<file path="src/rtl/tlvw_pkg.sv">
`default_nettype none
package tlvw_pkg;

	localparam int TYPE_SLOTS_DEF  = 64;
	localparam int OFFSET_BITS_DEF = 16;

	// generation tag kept per bitmap entry; an entry counts as seen when its tag
	// matches the current buffer's tag
	localparam int EPOCH_BITS = 8;

	localparam logic [5:0] MAX_TYPE_RST = 6'd63;

	localparam logic [1:0] KIND_RECORD = 2'd0;
	localparam logic [1:0] KIND_OK     = 2'd1;
	localparam logic [1:0] KIND_ERROR  = 2'd2;

	localparam logic [1:0] ERR_TRUNC   = 2'd0;
	localparam logic [1:0] ERR_SHORT   = 2'd1;
	localparam logic [1:0] ERR_OVERRUN = 2'd2;
	localparam logic [1:0] ERR_PAD     = 2'd3;

	typedef struct packed {
		logic capture;   // register read data for the word entering the output stage
		logic mark;      // record a sighting of the addressed type
		logic buf_end;   // buffer finished: start a fresh generation
	} seen_req_t;

endpackage
`default_nettype wire

</file>
<file path="src/rtl/tlvw_ifs.sv">
`default_nettype none
interface tlvw_in_if;
	logic       valid;
	logic       ready;
	logic [7:0] data_byte;
	logic       end_of_buffer;

	modport source (output valid, output data_byte, output end_of_buffer, input ready);
	modport sink   (input valid, input data_byte, input end_of_buffer, output ready);
endinterface

interface tlvw_out_if;
	logic        valid;
	logic        ready;
	logic [1:0]  result_kind;
	logic [15:0] attr_type;
	logic [15:0] attr_offset;
	logic [15:0] attr_length;
	logic        first_of_type;
	logic [1:0]  error_code;
	logic        last_result;

	modport source (output valid, output result_kind, output attr_type, output attr_offset,
		output attr_length, output first_of_type, output error_code, output last_result,
		input ready);
	modport sink (input valid, input result_kind, input attr_type, input attr_offset,
		input attr_length, input first_of_type, input error_code, input last_result,
		output ready);
endinterface

interface tlvw_cfg_if;
	logic       valid;
	logic       ready;
	logic [5:0] max_type;

	modport source (output valid, output max_type, input ready);
	modport sink   (input valid, input max_type, output ready);
endinterface
`default_nettype wire

</file>
<file path="src/rtl/tlv_attribute_walker.sv">
`default_nettype none
// channel    | dir | word
// -----------+-----+------------------------------------------------------------
// buf_bytes  | in  | data_byte, end_of_buffer
// results    | out | result_kind, attr_type/offset/length, first_of_type,
//            |     | error_code, last_result
// cfg        | in  | max_type
//
// One byte per cycle while no sweep or stall holds it; a byte that yields a record and
// a final word holds the input until both words drain from the single output stage.
// The seen-type table is a memory tagged with a buffer generation; after reset, and
// once every 2^8-1 buffers, a sweep clears it slot by slot with input held off.
// Output back-pressure stalls input only when the output stage cannot be emptied.
module tlv_attribute_walker #(
	parameter int TYPE_SLOTS  = tlvw_pkg::TYPE_SLOTS_DEF,
	parameter int OFFSET_BITS = tlvw_pkg::OFFSET_BITS_DEF
) (
	input  wire logic   clk,
	input  wire logic   arst_n,
	tlvw_in_if.sink     buf_bytes,
	tlvw_out_if.source  results,
	tlvw_cfg_if.sink    cfg
);
	import tlvw_pkg::*;

	localparam int AW = (TYPE_SLOTS > 1) ? $clog2(TYPE_SLOTS) : 1;

	localparam logic [1:0] PH_HEADER  = 2'd0;
	localparam logic [1:0] PH_PAYLOAD = 2'd1;
	localparam logic [1:0] PH_PADDING = 2'd2;
	localparam logic [1:0] PH_DROP    = 2'd3;

	logic [5:0]             max_type_q;
	logic [OFFSET_BITS-1:0] byte_offset_q;
	logic [23:0]            hdr_q;
	logic [15:0]            type_q;
	logic [15:0]            len_q;
	logic [15:0]            skip_q;
	logic [1:0]             phase_q;

	logic [23:0] hdr_n;
	logic [15:0] type_n, len_n, skip_n, skip_dec;
	logic [1:0]  phase_n;
	logic        rec, ok, err;
	logic [1:0]  code;
	logic [15:0] rec_type, rec_len;
	logic [15:0] hdr_len, hdr_type;
	logic [1:0]  pad;
	logic [OFFSET_BITS-1:0] rec_off;
	logic        tracked;
	logic        eob;
	logic [7:0]  b;

	logic        rec_pend_s1, fin_pend_s1, tracked_s1;
	logic [15:0] type_s1, off_s1, len_s1;
	logic [1:0]  kind_s1, err_s1;

	logic        accept, out_fire, drain_done, mem_busy, seen;
	seen_req_t   mreq;
	logic [AW-1:0] maddr;

	assign cfg.ready = 1'b1;
	always_ff @(posedge clk or negedge arst_n) begin
		if (!arst_n) begin
			max_type_q <= MAX_TYPE_RST;
		end else if (cfg.valid) begin
			max_type_q <= cfg.max_type;
		end
	end

	assign b        = buf_bytes.data_byte;
	assign eob      = buf_bytes.end_of_buffer;
	assign hdr_len  = hdr_q[15:0];
	assign hdr_type = {b, hdr_q[23:16]};
	assign skip_dec = skip_q - 16'd1;
	assign pad      = 2'd0 - len_q[1:0];

	always_comb begin
		hdr_n    = hdr_q;
		type_n   = type_q;
		len_n    = len_q;
		skip_n   = skip_q;
		phase_n  = phase_q;
		rec      = 1'b0;
		ok       = 1'b0;
		err      = 1'b0;
		code     = ERR_TRUNC;
		rec_type = type_q;
		rec_len  = len_q;
		unique case (phase_q)
			PH_HEADER: begin
				unique case (byte_offset_q[1:0])
					2'd0: hdr_n[7:0]   = b;
					2'd1: hdr_n[15:8]  = b;
					2'd2: hdr_n[23:16] = b;
					default: ;
				endcase
				if (byte_offset_q[1:0] != 2'd3) begin
					if (eob) begin
						err  = 1'b1;
						code = ERR_TRUNC;
					end
				end else if (hdr_len < 16'd4) begin
					err  = 1'b1;
					code = ERR_SHORT;
				end else begin
					len_n    = hdr_len;
					type_n   = hdr_type;
					rec_len  = hdr_len;
					rec_type = hdr_type;
					if (hdr_len == 16'd4) begin
						rec = 1'b1;
						ok  = eob;
					end else begin
						skip_n  = hdr_len - 16'd4;
						phase_n = PH_PAYLOAD;
						if (eob) begin
							err  = 1'b1;
							code = ERR_OVERRUN;
						end
					end
				end
			end
			PH_PAYLOAD: begin
				skip_n = skip_dec;
				if (skip_dec == 16'd0) begin
					rec = 1'b1;
					if (eob) begin
						ok = 1'b1;
					end else if (pad != 2'd0) begin
						skip_n  = 16'(pad);
						phase_n = PH_PADDING;
					end else begin
						phase_n = PH_HEADER;
					end
				end else if (eob) begin
					err  = 1'b1;
					code = ERR_OVERRUN;
				end
			end
			PH_PADDING: begin
				skip_n = skip_dec;
				if (skip_dec == 16'd0) begin
					phase_n = PH_HEADER;
					ok      = eob;
				end else if (eob) begin
					err  = 1'b1;
					code = ERR_PAD;
				end
			end
			PH_DROP: ;
			default: ;
		endcase
		if (err) begin
			phase_n = PH_DROP;
		end
		if (eob) begin
			phase_n = PH_HEADER;
			skip_n  = '0;
		end
	end

	// header offset: the record's byte closes the attribute
	assign rec_off = byte_offset_q + OFFSET_BITS'(1) - OFFSET_BITS'(rec_len);
	assign tracked = rec && (rec_type <= {10'd0, max_type_q})
		&& (32'(rec_type) < TYPE_SLOTS);

	assign drain_done = out_fire && (rec_pend_s1 ? !fin_pend_s1 : 1'b1);
	assign buf_bytes.ready = !mem_busy && (!(rec_pend_s1 || fin_pend_s1) || drain_done);
	assign accept   = buf_bytes.valid && buf_bytes.ready;
	assign out_fire = results.valid && results.ready;

	assign mreq.capture = accept;
	assign mreq.mark    = accept && tracked;
	assign mreq.buf_end = accept && eob;
	assign maddr        = AW'(rec_type);

	tlvw_seen_mem #(
		.TYPE_SLOTS(TYPE_SLOTS)
	) u_seen (
		.clk   (clk),
		.arst_n(arst_n),
		.req   (mreq),
		.addr  (maddr),
		.busy  (mem_busy),
		.seen  (seen)
	);

	always_ff @(posedge clk or negedge arst_n) begin
		if (!arst_n) begin
			byte_offset_q <= '0;
			phase_q       <= PH_HEADER;
			skip_q        <= '0;
			len_q         <= '0;
			type_q        <= '0;
			hdr_q         <= '0;
		end else if (accept) begin
			byte_offset_q <= eob ? '0 : byte_offset_q + OFFSET_BITS'(1);
			phase_q       <= phase_n;
			skip_q        <= skip_n;
			len_q         <= len_n;
			type_q        <= type_n;
			hdr_q         <= hdr_n;
		end
	end

	always_ff @(posedge clk or negedge arst_n) begin
		if (!arst_n) begin
			rec_pend_s1 <= 1'b0;
			fin_pend_s1 <= 1'b0;
		end else if (accept) begin
			rec_pend_s1 <= rec;
			fin_pend_s1 <= err || ok;
		end else if (out_fire) begin
			if (rec_pend_s1) begin
				rec_pend_s1 <= 1'b0;
			end else begin
				fin_pend_s1 <= 1'b0;
			end
		end
	end

	always_ff @(posedge clk) begin
		if (accept) begin
			type_s1    <= rec_type;
			off_s1     <= 16'(rec_off);
			len_s1     <= rec_len;
			tracked_s1 <= tracked;
			kind_s1    <= err ? KIND_ERROR : KIND_OK;
			err_s1     <= err ? code : ERR_TRUNC;
		end
	end

	always_comb begin
		results.valid = rec_pend_s1 || fin_pend_s1;
		if (rec_pend_s1) begin
			results.result_kind   = KIND_RECORD;
			results.attr_type     = type_s1;
			results.attr_offset   = off_s1;
			results.attr_length   = len_s1;
			results.first_of_type = tracked_s1 && !seen;
			results.error_code    = ERR_TRUNC;
			results.last_result   = !fin_pend_s1;
		end else begin
			results.result_kind   = kind_s1;
			results.attr_type     = '0;
			results.attr_offset   = '0;
			results.attr_length   = '0;
			results.first_of_type = 1'b0;
			results.error_code    = err_s1;
			results.last_result   = 1'b1;
		end
	end

endmodule
`default_nettype wire

</file>
<file path="src/rtl/tlvw_seen_mem.sv">
`default_nettype none
module tlvw_seen_mem #(
	parameter int TYPE_SLOTS = tlvw_pkg::TYPE_SLOTS_DEF,
	localparam int AW = (TYPE_SLOTS > 1) ? $clog2(TYPE_SLOTS) : 1
) (
	input  wire logic              clk,
	input  wire logic              arst_n,
	input  wire tlvw_pkg::seen_req_t req,
	input  wire logic [AW-1:0]     addr,
	output logic                   busy,
	output logic                   seen
);
	import tlvw_pkg::*;

	localparam logic [EPOCH_BITS-1:0] EPOCH_FIRST = EPOCH_BITS'(1);
	localparam logic [EPOCH_BITS-1:0] EPOCH_LAST  = {EPOCH_BITS{1'b1}};
	localparam logic [AW-1:0]         LAST_SLOT   = AW'(TYPE_SLOTS - 1);

	logic [EPOCH_BITS-1:0] mem [TYPE_SLOTS];
	logic [EPOCH_BITS-1:0] rdata_q;
	logic [EPOCH_BITS-1:0] rd_epoch_q;
	logic [EPOCH_BITS-1:0] epoch_q;
	logic                  clr_q;
	logic [AW-1:0]         clr_cnt_q;

	// tag zero is never a live generation, so a swept entry reads as unseen
	always_ff @(posedge clk) begin
		if (clr_q) begin
			mem[clr_cnt_q] <= '0;
		end else if (req.mark) begin
			mem[addr] <= epoch_q;
		end
		if (req.capture) begin
			rdata_q    <= mem[addr];
			rd_epoch_q <= epoch_q;
		end
	end

	always_ff @(posedge clk or negedge arst_n) begin
		if (!arst_n) begin
			epoch_q   <= EPOCH_FIRST;
			clr_q     <= 1'b1;
			clr_cnt_q <= '0;
		end else begin
			if (clr_q) begin
				clr_cnt_q <= clr_cnt_q + AW'(1);
				if (clr_cnt_q == LAST_SLOT) begin
					clr_q <= 1'b0;
				end
			end
			if (req.buf_end) begin
				if (epoch_q == EPOCH_LAST) begin
					// tags about to be reused: sweep the table
					epoch_q   <= EPOCH_FIRST;
					clr_q     <= 1'b1;
					clr_cnt_q <= '0;
				end else begin
					epoch_q <= epoch_q + EPOCH_BITS'(1);
				end
			end
		end
	end

	assign busy = clr_q;
	assign seen = (rdata_q == rd_epoch_q);

endmodule
`default_nettype wire

</file>
<file path="src/flat_wrapper.sv">
// flat-port wrapper written by rule: the top's interface ports become plain ports
module tlv_attribute_walker_flat import tlvw_pkg::*;
#(
	parameter int TYPE_SLOTS  = tlvw_pkg::TYPE_SLOTS_DEF,
	parameter int OFFSET_BITS = tlvw_pkg::OFFSET_BITS_DEF
)
  (clk, arst_n, buf_bytes_valid, buf_bytes_data_byte, buf_bytes_end_of_buffer, buf_bytes_ready, results_valid, results_result_kind, results_attr_type, results_attr_offset, results_attr_length, results_first_of_type, results_error_code, results_last_result, results_ready, cfg_valid, cfg_max_type, cfg_ready);
  tlvw_in_if buf_bytes_i ();
  tlvw_out_if results_i ();
  tlvw_cfg_if cfg_i ();
  input  wire logic clk;
  input  wire logic arst_n;
  input wire logic [$bits(buf_bytes_i.valid)-1:0] buf_bytes_valid;
  input wire logic [$bits(buf_bytes_i.data_byte)-1:0] buf_bytes_data_byte;
  input wire logic [$bits(buf_bytes_i.end_of_buffer)-1:0] buf_bytes_end_of_buffer;
  output wire logic [$bits(buf_bytes_i.ready)-1:0] buf_bytes_ready;
  output wire logic [$bits(results_i.valid)-1:0] results_valid;
  output wire logic [$bits(results_i.result_kind)-1:0] results_result_kind;
  output wire logic [$bits(results_i.attr_type)-1:0] results_attr_type;
  output wire logic [$bits(results_i.attr_offset)-1:0] results_attr_offset;
  output wire logic [$bits(results_i.attr_length)-1:0] results_attr_length;
  output wire logic [$bits(results_i.first_of_type)-1:0] results_first_of_type;
  output wire logic [$bits(results_i.error_code)-1:0] results_error_code;
  output wire logic [$bits(results_i.last_result)-1:0] results_last_result;
  input wire logic [$bits(results_i.ready)-1:0] results_ready;
  input wire logic [$bits(cfg_i.valid)-1:0] cfg_valid;
  input wire logic [$bits(cfg_i.max_type)-1:0] cfg_max_type;
  output wire logic [$bits(cfg_i.ready)-1:0] cfg_ready;
  assign buf_bytes_i.valid = buf_bytes_valid;
  assign buf_bytes_i.data_byte = buf_bytes_data_byte;
  assign buf_bytes_i.end_of_buffer = buf_bytes_end_of_buffer;
  assign buf_bytes_ready = buf_bytes_i.ready;
  assign results_valid = results_i.valid;
  assign results_result_kind = results_i.result_kind;
  assign results_attr_type = results_i.attr_type;
  assign results_attr_offset = results_i.attr_offset;
  assign results_attr_length = results_i.attr_length;
  assign results_first_of_type = results_i.first_of_type;
  assign results_error_code = results_i.error_code;
  assign results_last_result = results_i.last_result;
  assign results_i.ready = results_ready;
  assign cfg_i.valid = cfg_valid;
  assign cfg_i.max_type = cfg_max_type;
  assign cfg_ready = cfg_i.ready;
  tlv_attribute_walker #(.TYPE_SLOTS(TYPE_SLOTS), .OFFSET_BITS(OFFSET_BITS)) u_core (.clk(clk), .arst_n(arst_n), .buf_bytes(buf_bytes_i), .results(results_i), .cfg(cfg_i));
endmodule
</file>
<file path="config.mk">
export PLATFORM = sky130hd
export DESIGN_NAME = tlv_attribute_walker_flat
export DESIGN_NICKNAME = d
export VERILOG_FILES = /design/src/rtl/tlvw_pkg.sv /design/src/rtl/tlvw_ifs.sv /design/src/rtl/tlv_attribute_walker.sv /design/src/rtl/tlvw_seen_mem.sv /design/src/flat_wrapper.sv
export SDC_FILE = /design/constraint.sdc
export NUM_CORES = 1
export LEC_CHECK = 0
export ABC_CLOCK_PERIOD_IN_PS = 5600
export BUFFER_PORTS_ARGS = -buffer_cell sky130_fd_sc_hd__clkbuf_2
export CORE_MARGIN = 10
export CORE_UTILIZATION = 56
export DETAILED_ROUTE_END_ITERATION = 8
export MAX_ROUTING_LAYER = met4
export PLACE_DENSITY_LB_ADDON = 0.25
export SKIP_LAST_GASP = 1
export SLEW_MARGIN = 20
export SYNTH_ARGS = -nofsm -noshare
export SYNTH_HDL_FRONTEND = slang
export SYNTH_HIERARCHICAL = 1
export SYNTH_SLANG_ARGS = --single-unit
export TNS_END_PERCENT = 5
</file>
<file path="constraint.sdc">
create_clock -name clk -period 5.6 [get_ports clk]
set_clock_uncertainty 0.05 [all_clocks]
set_input_delay 0.84 -clock clk [delete_from_list [all_inputs] [get_ports clk]]
set_output_delay 0.84 -clock clk [all_outputs]
set_load 0.05 [all_outputs]
</file>
Word-level counts from Yosys, hierarchy flattened
Memory sizes are Yosys's and may differ from the RTL's. A register that Yosys moved wholly into a read port is not among the register bits.
Index checks and enable logic that the tools add are counted.
- memories: 1
- word-level logic and storage cells: 158
- bits in registers: 174
- output and inout port bits: 57
- input port bits: 20
- memory bits (writable): 512
- reductions and logical operators: 31
- equal/unequal tests: 18
- add/subtract/negate cells: 7
- $lt $le $gt $ge: 3
- multiplexer cells: 77
- memory list (name ; depth ; width ; rd ports ; clocked after Yosys merged registers in ; wr ports ; RTL line ; source):
    u_core.u_seen.mem ; 64 ; 8 ; 1 ; 1 ; 1 ; tlvw_seen_mem.sv:19 ; logic [EPOCH_BITS-1:0] mem [TYPE_SLOTS];
- operators by type and width (kind ; number):
    $mux 16 ; 16
    $pmux 16 s3 ; 1
    $mux 2 ; 18
    $mux 1 ; 31
    $mux 6 ; 4
    $add 16x1->16 const B ; 1
    $eq 16x3->1 const B ; 1
    $le 16x6->1 ; 1
    $logic_not 16->1 ; 1
    $lt 16x3->1 const B ; 1
    $lt 16x7->1 const B ; 1
    $mux 8 ; 2
    $sub 16x1->16 const B ; 1
    $sub 16x16->16 ; 1
    $sub 16x3->16 const B ; 1
    $ne 4x3->1 const B ; 3
    $pmux 2 s3 ; 2
    $logic_and 1x1->1 ; 9
    $ne 3x3->1 const B ; 3
    $reduce_and 3->1 ; 3
    $add 8x1->8 const B ; 1
    $eq 8x8->1 ; 1
    $eq 8x8->1 const B ; 1
    $ne 4x2->1 const B ; 2
    19 further kinds ; 30

Logic depth before layout (Yosys ltp)
Gate-level depths: netlist (run 1).
- depth in word-level cells: 13
- depth in mapped cells: 23
- mapped depth without buffers: 18

Hierarchy
The synthesis (run 1) kept the hierarchy.
- by module, submodules not included (module ; cells an instance ; area an instance (um^2) ; sequential area each (um^2) ; times used):
    tlvw_seen_mem ; 1034 ; 21329.2 ; 16233.1 ; 1
    tlv_attribute_walker ; 850 ; 8614.5 ; 4051.4 ; 1

Worst setup path after synthesis (run 1)
Ideal clock, no wire load.
- path kind: register -> register
- start: register u_core.hdr_q[4]
- end: memory u_core.u_seen.mem[0][1] (data pin)
- arrival: 5445 ps
- slack: -394 ps
- clock period less this slack: 5994 ps
- required time: 5051 ps
- cell stages (with the launch flop): 19
- path buffers: 4
- setup time: 499 ps
- cells stage by stage: dfrtp_1 > clkbuf_1 > nor4_1 > nand3_1 > o31a_1 > clkbuf_1 > buf_1 > mux2_2 > ha_1 > nor2b_1 > o21ai_0 > nand2b_1 > a221oi_1 > a41oi_1 > nor4_2 > and2_1 > nand2b_1 > buf_2 > nor2_1
- RTL lines (element ; RTL line ; source):
    from (decl) ; tlv_attribute_walker.sv:35 ; logic [23:0] hdr_q;
    from (signal assigned) ; tlv_attribute_walker.sv:203 ; hdr_q <= hdr_n;
    to (decl) ; tlvw_seen_mem.sv:19 ;

==> flow_summary_export.csv, run 1 <==
group,metric,value,unit
status,run_status,"finished, final reports clean",
placement,placed_cell_area,31800,um^2
clock_tree,cts_num_sinks,694,
power,cellPowerDensity,433,nW/um^2
worst_setup_path,required,5910,ps
clock_tree,htree_levels,3,
power,leakagePower,0.0125,uW
yosys,synth_nets,1941,
layout,final_cell_mix,"edfxtp_1, nor2_1, mux4_2",
clock_tree,clkTransAtPathRegs,60,ps
global_routing,grt_pass1_wl,106,mm
detailed_routing,avgRoutedWirePerCell,24.7,um
timing,max_freq,184,MHz
placement,dp_cells,2680,
worst_setup_path,worstPathCellList,"nor4_1 -> nand3_1 -> o31a_2 -> mux2_4 -> ha_1 -> nor2b_1 -> o21ai_0 -> nand2b_1 -> a221oi_1 -> a41oi_1 -> nor4_2 -> and2_1 -> nand2b_1 -> and3_1 -> a31o_2 -> nand2_1 -> buf_4 -> nor2_1 -> buf_4",
floorplanning,start_util,56.8,%
placement,hpwl,44.8,mm
detailed_routing,via_per_inst,6.16,
layout,layout-drive-gt1-share,24.4,%
global_routing,antenna_found_initial,2,
floorplanning,dieHeight,251,um
detailed_routing,drt-total-wl,69.4,mm
worst_setup_path,cp_max_fo,9,
floorplanning,core_area,52800,um^2
layout,final_cells,2811,
yosys,ys.flop_type,"edfxtp_1",
timing,finalSetupViolCount,0,
global_routing,grtUsageTotal,22.7,%
worst_setup_path,start_kind,"flip-flop",
clock_tree,clockRootBuffer,"clkbuf_16",
yosys,synth_simple_gate_area_share,8.10,%
worst_setup_path,worstRegToRegCells,19,
clock_tree,clkLatencyLatePin,600,ps
worst_setup_path,arrival,5740,ps
yosys,async_flop_share,16.3,%
yosys,synth_adder_area_share,1.60,%
timing,tightest_slew,1010,ps
timing,slew_violations,0,
timing,rsz0062_at_grt,"yes",
layout,final_common_cell,"edfxtp_1",
layout,syn_to_final_growth,13.7,%
yosys,syn_area,29900,um^2
timing,hold_viol,0,
yosys,synth_edf_count,581,
worst_setup_path,crit_end,"u_core/u_seen/mem[27][1]$_DFFE_PP_",
floorplanning,ios,77,
detailed_routing,drt_iter0_drc,1740,
timing,fin_tns_setup,0,ps
worst_setup_path,rrSetupSlack,170,ps
yosys,avgSynthCellArea,15.9,um^2
yosys,synthCells,1884,
yosys,ys_seq_area_share,67.7,%
timing,post-route-period-util,96.9,%
placement,gp_congestion,0.924,
floorplanning,die_x,251,um
worst_setup_path,cp-startpoint,"u_core/hdr_q[6]$_DFFE_PN0P_",
min_path,hold_class,"in2async",
detailed_routing,first_pass_iters,6,
yosys,synth_top_family_by_area,"multiplexers",
global_routing,grt_max_degree,72,
floorplanning,num_rows,84,
worst_setup_path,crit_cells,19,
worst_setup_path,end_kind,"flip-flop",
global_routing,grt_pass1_vias,17400,
worst_setup_path,cp_slowest_cell,"o31a_2",
layout,nets,2123,
worst_setup_path,slowest_delay,480,ps
yosys,ys_types,80,
run,cap_violations,0,
worst_setup_path,critPathBufInv,2,
worst_setup_path,r2r-start,"u_core/hdr_q[6]$_DFFE_PN0P_",
worst_setup_path,reg2reg_to,"u_core/u_seen/mem[27][1]$_DFFE_PP_",
worst_setup_path,cp_top_family,"simple AND/OR/NAND/NOR gates",
yosys,synth-xor-area-share,1.81,%
clock_tree,cts_made_buffers,71,
detailed_routing,drc,0,
layout,finalInstanceArea,34000,um^2
clock_tree,cts_tree,"done",
global_routing,grt-ovfl-total,0,
timing,slew_headroom,32.5,%
yosys,synth_compound_area_share,4.91,%
clock_tree,cts_max_path_buffers,3,
detailed_routing,detail-route-antenna-nets,0,
yosys,ys_warn_count,6,
worst_setup_path,timing.setup.critical_path_class,"reg2reg",
yosys,yosys_register_bits,694,
detailed_routing,vias,17300,
clock_tree,cts_hold_buf,0,
power,max-vdd-ir-drop,0.000290,V
yosys,synthMuxAreaShare,13.8,%
timing,period_needed,5430,ps
floorplanning,dieArea,63100,um^2
placement,port_buffers,75,
logic make-up after synthesis:
kind of cell | count (synthesis)
buf+inv | 133
fa+ha+maj | 38
flops | 694
compound gates | 224
mux | 236
xor+xnor | 62
simple gates | 496
other cells | 1
cell usage after synthesis, types with 23 or more instances:
cell      count  share of area (%)
a21oi_1      41               0.69
and2_1       59                1.2
clkbuf_1     43               0.54
dfrtp_1     105                8.8
edfxtp_1    581                 58
ha_1         36                1.5
inv_1        50               0.63
mux2_2       55                2.1
mux2i_1      47                1.6
mux4_2      127                9.6
nand2_1     125                1.6
nand3_1      37               0.62
nor2_1      152                1.9
o21ai_0      52               0.87
o22ai_1      27               0.56
xnor2_1      39                1.1
xor2_1       23               0.67
through the flow:
step / util [%] / hold slack, ps / total power, uW / setup slack [ps]
final: 64.5 / 285 / 14700 / 172
after global routing: 64.5 / 310 / 15400 / -188
after CTS: 64.4 / 292 / 14800 / 31.0
after detailed placement: 60.2 / 418 / 10300 / 98.3
after global placement: 60.2 / 405 / 10200 / 92.1
after floorplan: - / 392 / 9250 / -16.1
registers in the layout (all words and copies together) (netlist names), 6 cells and up:
name,cells
u_core/u_seen/mem,512
u_core/hdr_q,24
u_core/byte_offset_q,16
u_core/len_q,16
u_core/len_s1,16
u_core/off_s1,16
u_core/skip_q,16
u_core/type_q,16
u_core/type_s1,16
u_core/u_seen/epoch_q,8
u_core/u_seen/rd_epoch_q,8
u_core/u_seen/rdata_q,8
u_core/max_type_q,6
u_core/u_seen/clr_cnt_q,6
worst min-delay path by stage:
stage	start	slack [ps]	end
final	arst_n	290	u_core/byte_offset_q[5]$_DFFE_PN0P_
after global routing	arst_n	310	u_core/byte_offset_q[10]$_DFFE_PN0P_
after CTS	arst_n	290	u_core/byte_offset_q[10]$_DFFE_PN0P_
after detailed placement	u_core/type_q[12]$_DFFE_PN0P_	420	u_core/type_q[12]$_DFFE_PN0P_
after global placement	u_core/type_q[12]$_DFFE_PN0P_	410	u_core/type_q[12]$_DFFE_PN0P_
after floorplan	u_core/type_q[12]$_DFFE_PN0P_	390	u_core/type_q[12]$_DFFE_PN0P_
report_power, final:
| group | total, uW | internal [uW] | switching (uW) |
|---|---|---|---|
| Sequential | 6370 | 6020 | 351 |
| Clock | 4540 | 2600 | 1940 |
| Combinational | 3820 | 1570 | 2240 |
| Total | 14700 | 10200 | 4540 |
timing repair:
| action | in CTS | in global routing |
|---|---|---|
| gates resized for setup | 0 | 9 |
| endpoints found under the setup margin | 0 | 245 |
| hold endpoints to repair | 0 | 0 |
| setup buffers | 0 | 1 |
metal layers:
metal | part of all wire (%) | GRT usage (%) | vias to the layer above
met5 | 0 | - | -
met2 | 50 | 37.0 | 706
met3 | 7.4 | 5.14 | 140
met4 | 3.2 | 7.86 | 0
li1 | - | - | 7662
met1 | 39 | 27.8 | 8799
final cells by class:
type	instances	area, um^2
well taps	688	861
multi-input cells	1057	9110
repair buffers	192	1340
clock buffers	93	1900
fillers	3735	18700
diodes	2	5.00
inverters	50	198
flip-flops and latches	694	20300
clock inverters	35	328
(Power assumes the default switching activity.)
==> run 2, diff against run 1 <==
--- a/config.mk
+++ b/config.mk
@@ -5,10 +5,11 @@
 export SDC_FILE = /design/constraint.sdc
 export NUM_CORES = 1
 export LEC_CHECK = 0
-export ABC_CLOCK_PERIOD_IN_PS = 5600
+export ABC_CLOCK_PERIOD_IN_PS = 5800
 export BUFFER_PORTS_ARGS = -buffer_cell sky130_fd_sc_hd__clkbuf_2
-export CORE_MARGIN = 10
-export CORE_UTILIZATION = 56
+export CAP_MARGIN = 40
+export CORE_MARGIN = 8
+export CORE_UTILIZATION = 57
 export DETAILED_ROUTE_END_ITERATION = 8
 export MAX_ROUTING_LAYER = met4
 export PLACE_DENSITY_LB_ADDON = 0.25
==> constraint.sdc (replaced) <==
create_clock -name clk -period 5.8 [get_ports clk]
set_clock_uncertainty 0.05 [all_clocks]
set_input_delay 0.87 -clock clk [delete_from_list [all_inputs] [get_ports clk]]
set_output_delay 0.87 -clock clk [all_outputs]
set_load 0.05 [all_outputs]
==> run 2 against run 1 <==
  * Utilization rose by 0.85 points
  * Final area increased by 0.31%
  * Worst hold slack got worse by 95 ps
  * Setup slack better by 83 ps
  * Sequential share of layout area is 0.18 points lower
  * First-iteration DRC count is 6.0% higher
  * Sequential power decreased by 3.6%
  * Highest routed layer unchanged
==> flow_summary_export.csv, run 2 (synthesis results as in run 1) <==
group,metric,value,unit
worst_setup_path,cp_max_fo,8,
power,cellPowerDensity,423,nW/um^2
timing,post-route-period-util,95.6,%
floorplanning,ios,77,
clock_tree,cts_num_sinks,694,
global_routing,grt_pass1_wl,107,mm
floorplanning,dieHeight,245,um
worst_setup_path,worstRegToRegCells,16,
layout,num_antenna_cells,0,
global_routing,grt_pass1_vias,17800,
floorplanning,core_area,52200,um^2
placement,placed_cell_area,31800,um^2
layout,final_cells,2813,
timing,slew_headroom,46.9,%
layout,largest_reg_flops,512,
clock_tree,cts_made_buffers,72,
status,run_status,"finished, final reports clean",
layout,final_util,65.4,%
floorplanning,die_x,245,um
detailed_routing,drc,0,
floorplanning,start_util,57.3,%
power,leakagePower,0.0125,uW
layout,syn_to_final_growth,14.0,%
timing,max_freq,180,MHz
clock_tree,htree_levels,3,
timing,fin_tns_setup,0,ps
worst_setup_path,start_kind,"flip-flop",
power,clkPwrFrac,31.4,%
worst_setup_path,end_kind,"flip-flop",
detailed_routing,avgRoutedWirePerCell,24.6,um
power,sequentialPowerShare,42.5,%
detailed_routing,drt-total-wl,69.3,mm
placement,port_buffers,75,
clock_tree,cts_max_path_buffers,3,
power,max-vdd-ir-drop,0.000268,V
timing,finalSetupViolCount,0,
worst_setup_path,required,5990,ps
clock_tree,clockRootBuffer,"clkbuf_16",
floorplanning,dieArea,60100,um^2
layout,regMostFlops,"u_core/u_seen/mem",
layout,final_cell_mix,"edfxtp_1, nor2_1, mux4_2",
worst_setup_path,arrival,5740,ps
min_path,hold_class,"in2async",
global_routing,grt-ovfl-total,0,
layout,final_common_cell,"edfxtp_1",
floorplanning,num_rows,84,
power,p_sw,4460,uW
worst_setup_path,timing.setup.critical_path_class,"reg2reg",
timing,rsz0062_at_grt,"yes",
timing,tightest_slew,795,ps
layout,layout-drive-gt1-share,24.7,%
power,comb_power_share,26.1,%
placement,gp_congestion,0.902,
layout,finalInstanceArea,34100,um^2
layout,nets,2122,
run,cap_violations,0,
timing,period_needed,5550,ps
placement,dp_cells,2677,
placement,hpwl,45.0,mm
detailed_routing,detail-route-antenna-nets,0,
layout,largest_registers,"u_core/u_seen/mem x512, u_core/hdr_q x24",
power,switching_share,30.9,%
detailed_routing,drt_iter0_drc,1844,
detailed_routing,via_per_inst,6.24,
timing,hold_viol,0,
global_routing,grt_max_degree,75,
global_routing,grtUsageTotal,23.9,%
timing,slew_violations,0,
detailed_routing,vias,17600,
clock_tree,cts_hold_buf,0,
clock_tree,clkTransAtPathRegs,60,ps
global_routing,antenna_found_initial,0,
power,intPower,9980,uW
detailed_routing,first_pass_iters,5,
clock_tree,clkLatencyLatePin,620,ps
clock_tree,cts_tree,"done",
[run 2: routing by layer]
metal  share of wire (%)  global-route usage, %  routed length [um]
met4                 3.6                   8.55                2530
met3                 7.2                   4.03                4970
met5                   0                      -                   0
met1                  40                   31.0               27500
met2                  50                   38.2               34300
[run 2: critical path: stages, from the launching register on]
cell and delay [ps]:
dfrtp_1 450, or4_1 590, o31a_2 410, mux2_4 340, ha_1 290, nor2b_1 140
o21ai_0 160, nand2b_1 70, a221oi_1 270, a41oi_1 130, nor4_2 300, and2_1 270
nor2b_1 350, a22o_1 290, nand2_1 280, buf_4 250, nor2_1 520
[run 2: power groups by stage]
stage	Clock, uW	Sequential (uW)	Combinational [uW]
2_1_floorplan	0	6120	2810
3_3_place_gp	0	6210	3620
3_5_place_dp	0	6240	3710
4_1_cts	4610	6140	3730
5_1_grt	4790	6190	4070
6_report	4540	6140	3770
[run 2: area by class of cell]
cell class	count	area (um^2)
multi-input cells	1057	9110
clock buffers	99	2000
well taps	688	861
fillers	3593	18100
repair buffers	190	1370
flip-flops and latches	694	20300
inverters	50	198
clock inverters	35	310
[run 2: final timing paths]
kind	startpoint	to	slack, ps
worst max-delay path	u_core/hdr_q[11]$_DFFE_PN0P_	u_core/u_seen/mem[15][3]$_DFFE_PP_	250
worst min-delay path	arst_n	u_core/byte_offset_q[5]$_DFFE_PN0P_	190
worst max register to register	u_core/hdr_q[11]$_DFFE_PN0P_	u_core/u_seen/mem[15][3]$_DFFE_PP_	250
worst min register to register	u_core/type_q[12]$_DFFE_PN0P_	u_core/type_q[12]$_DFFE_PN0P_	430
max in group asynchronous	arst_n	u_core/max_type_q[1]$_DFFE_PN1P_	4540
min in group clk	cfg_max_type[4]	u_core/max_type_q[4]$_DFFE_PN1P_	420
[run 2: metrics by stage]
step                      setup WS [ps]  power (uW)  hold slack, ps
after floorplan                     184        8930             392
after global placement              382        9830             409
after detailed placement            183        9950             426
after CTS                           145       14500             165
after global routing               -158       15000             194
final                               254       14400             191
[run 2: repair_timing]
item / 4_1_cts / 5_1_grt
gates resized for setup: 0 / 8
setup endpoints to repair: 0 / 152
setup buffers: 0 / 0
==> run 3, diff against run 2 <==
--- a/config.mk
+++ b/config.mk
@@ -7,9 +7,10 @@
 export LEC_CHECK = 0
 export ABC_CLOCK_PERIOD_IN_PS = 5800
 export BUFFER_PORTS_ARGS = -buffer_cell sky130_fd_sc_hd__clkbuf_2
-export CAP_MARGIN = 40
 export CORE_MARGIN = 8
 export CORE_UTILIZATION = 57
+export CTS_BUF_LIST = sky130_fd_sc_hd__clkbuf_8
+export CTS_CLUSTER_DIAMETER = 40
 export DETAILED_ROUTE_END_ITERATION = 8
 export MAX_ROUTING_LAYER = met4
 export PLACE_DENSITY_LB_ADDON = 0.25
==> run 3 against run 2 <==
  * Register-to-register slack better by 60 ps
  * Maximum frequency rose by 1.1%
  * Global-route usage shrank 0.29 points
  * Sequential power is essentially flat
  * Count of clock-buffer cells in the layout up 22
  * Final area fell by 0.43%
  * Critical path type unchanged
  * Critical endpoint is now u_core/u_seen/mem[43][6]$_DFFE_PP_
  * Largest cell class unchanged
  * Largest power group unchanged
==> flow_summary_export.csv, run 3 (synthesis results as in run 1) <==
group,metric,value,unit
detailed_routing,avgRoutedWirePerCell,23.8,um
worst_setup_path,reg2reg_to,"u_core/u_seen/mem[43][6]$_DFFE_PP_",
timing,post-route-period-util,94.6,%
timing,period_needed,5490,ps
timing,slew_violations,0,
placement,placed_cell_area,31700,um^2
floorplanning,dieHeight,245,um
layout,nets,2161,
worst_setup_path,worstPathCellList,"or4_1 -> o31a_2 -> mux2_4 -> ha_1 -> nor2b_1 -> o21ai_0 -> nand2b_1 -> a221oi_1 -> a41oi_1 -> nor4_2 -> and2_1 -> nor2b_2 -> a31o_2 -> nand2_1 -> nor2_1",
worst_setup_path,rrSetupSlack,310,ps
floorplanning,die_x,245,um
floorplanning,dieArea,60100,um^2
worst_setup_path,arrival,5770,ps
global_routing,grt_pass1_wl,106,mm
layout,largest_registers,"u_core/u_seen/mem x512, u_core/hdr_q x24",
floorplanning,core_area,52200,um^2
layout,largest_reg_flops,512,
clock_tree,cts_tree,"done",
layout,syn_to_final_growth,13.5,%
timing,slew_headroom,35.0,%
timing,timing.hold.ws,43.3,ps
floorplanning,num_rows,84,
placement,gp_congestion,0.902,
worst_setup_path,cp-startpoint,"u_core/hdr_q[11]$_DFFE_PN0P_",
timing,rsz0062_at_grt,"no",
global_routing,grt_pass1_vias,17900,
detailed_routing,drt_iter0_drc,1683,
placement,hpwl,44.5,mm
power,cellPowerDensity,413,nW/um^2
clock_tree,cts_hold_buf,0,
floorplanning,start_util,57.3,%
clock_tree,htree_levels,3,
clock_tree,clockRootBuffer,"clkbuf_8",
layout,regMostFlops,"u_core/u_seen/mem",
run,cap_violations,0,
worst_setup_path,start_kind,"flip-flop",
worst_setup_path,timing.setup.critical_path_class,"reg2reg",
worst_setup_path,r2r-start,"u_core/hdr_q[11]$_DFFE_PN0P_",
global_routing,grt_max_degree,75,
global_routing,grt-ovfl-total,0,
clock_tree,cts_max_path_buffers,3,
worst_setup_path,end_kind,"flip-flop",
detailed_routing,via_per_inst,6.13,
power,max-vdd-ir-drop,0.000235,V
timing,tightest_slew,975,ps
timing,hold_viol,0,
power,leakagePower,0.0126,uW
worst_setup_path,cp_slowest_cell,"nor2_1",
detailed_routing,first_pass_iters,5,
clock_tree,cts_made_buffers,115,
floorplanning,ios,77,
min_path,hold_class,"in2async",
timing,max_freq,182,MHz
detailed_routing,drc,0,
timing,finalSetupViolCount,0,
worst_setup_path,crit_end,"u_core/u_seen/mem[43][6]$_DFFE_PP_",
detailed_routing,detail-route-antenna-nets,0,
status,run_status,"finished, final reports clean",
worst_setup_path,worstRegToRegCells,15,
clock_tree,cts_num_sinks,694,
detailed_routing,drt-total-wl,68.6,mm
global_routing,grtUsageTotal,23.6,%
placement,dp_cells,2674,
clock_tree,cts_resized,0,
worst_setup_path,required,6080,ps
clock_tree,clkLatencyLatePin,710,ps
worst_setup_path,cp_max_fo,8,
layout,final_cell_mix,"edfxtp_1, nor2_1, mux4_2",
timing,fin_tns_setup,0,ps
layout,final_cells,2889,
worst_setup_path,slowest_delay,700,ps
layout,layout-drive-gt1-share,25.9,%
global_routing,antenna_found_initial,1,
detailed_routing,vias,17700,
placement,port_buffers,75,
layout,finalInstanceArea,34000,um^2
clock_tree,post_cts_buffers,0,
clock_tree,clkTransAtPathRegs,60,ps
layout,final_common_cell,"edfxtp_1",
run 3: changes by cell type in the layout (fill, tap and decap cells not counted), moves of 2 or more:
cell,previous run,this run
buf_16,4,1
bufinv_16,4,7
clkbuf_1,18,0
clkbuf_16,73,0
clkbuf_8,8,121
clkinv_1,12,25
clkinv_4,0,3
clkinvlp_4,0,6
inv_1,48,83
inv_16,2,0
run 3: stage by stage:
| step | util, % | setup slack (ps) | total power (uW) |
|---|---|---|---|
| finish | 65.1 | 313 | 14000 |
| global route | 65.1 | 35.1 | 14700 |
| CTS | 65.0 | 182 | 14100 |
| detailed placement | 60.6 | 212 | 9920 |
| floorplan | - | 184 | 8930 |
| global placement | 60.6 | 382 | 9830 |
run 3: per-layer routing:
metal / global-route usage (%) / vias up / routed length (um)
met2: 37.9 / 751 / 34300
met1: 30.3 / 9041 / 27400
met4: 8.25 / 0 / 2200
met5: - / - / 0
li1: - / 7772 / -
met3: 4.37 / 144 / 4840
run 3: where the power goes:
group	switching, uW	internal, uW
Clock	1930	2250
Combinational	2210	1520
Sequential	326	5820
Total	4460	9590
run 3: worst min path at each step:
stage,end,from,cells past startpoint
2_1_floorplan,u_core/type_q[12]$_DFFE_PN0P_,u_core/type_q[12]$_DFFE_PN0P_,2
3_3_place_gp,u_core/type_q[12]$_DFFE_PN0P_,u_core/type_q[12]$_DFFE_PN0P_,2
3_5_place_dp,u_core/type_q[12]$_DFFE_PN0P_,u_core/type_q[12]$_DFFE_PN0P_,2
4_1_cts,u_core/max_type_q[4]$_DFFE_PN1P_,cfg_max_type[4],3
5_1_grt,u_core/type_q[15]$_DFFE_PN0P_,arst_n,1
6_report,u_core/byte_offset_q[3]$_DFFE_PN0P_,arst_n,1
run 3: worst max-delay path, delay by kind of cell (launching register included):
family / cells / cell delay, ps
flip-flops: 1 / 460
multiplexers: 1 / 340
adder cells (fa/ha/maj): 1 / 290
AO/OA/AOI/OAI: 5 / 1160
AND/OR/NAND/NOR: 8 / 2790
run 3: cell type report:
| type | count | area (um^2) |
|---|---|---|
| diodes | 1 | 2.50 |
| clock buffers | 121 | 1670 |
| clock inverters | 92 | 602 |
| fillers | 3619 | 18200 |
| inverters | 50 | 198 |
| multi-input cells | 1057 | 9110 |
| flip-flops and latches | 694 | 20300 |
| well taps | 688 | 861 |
| repair buffers | 186 | 1270 |
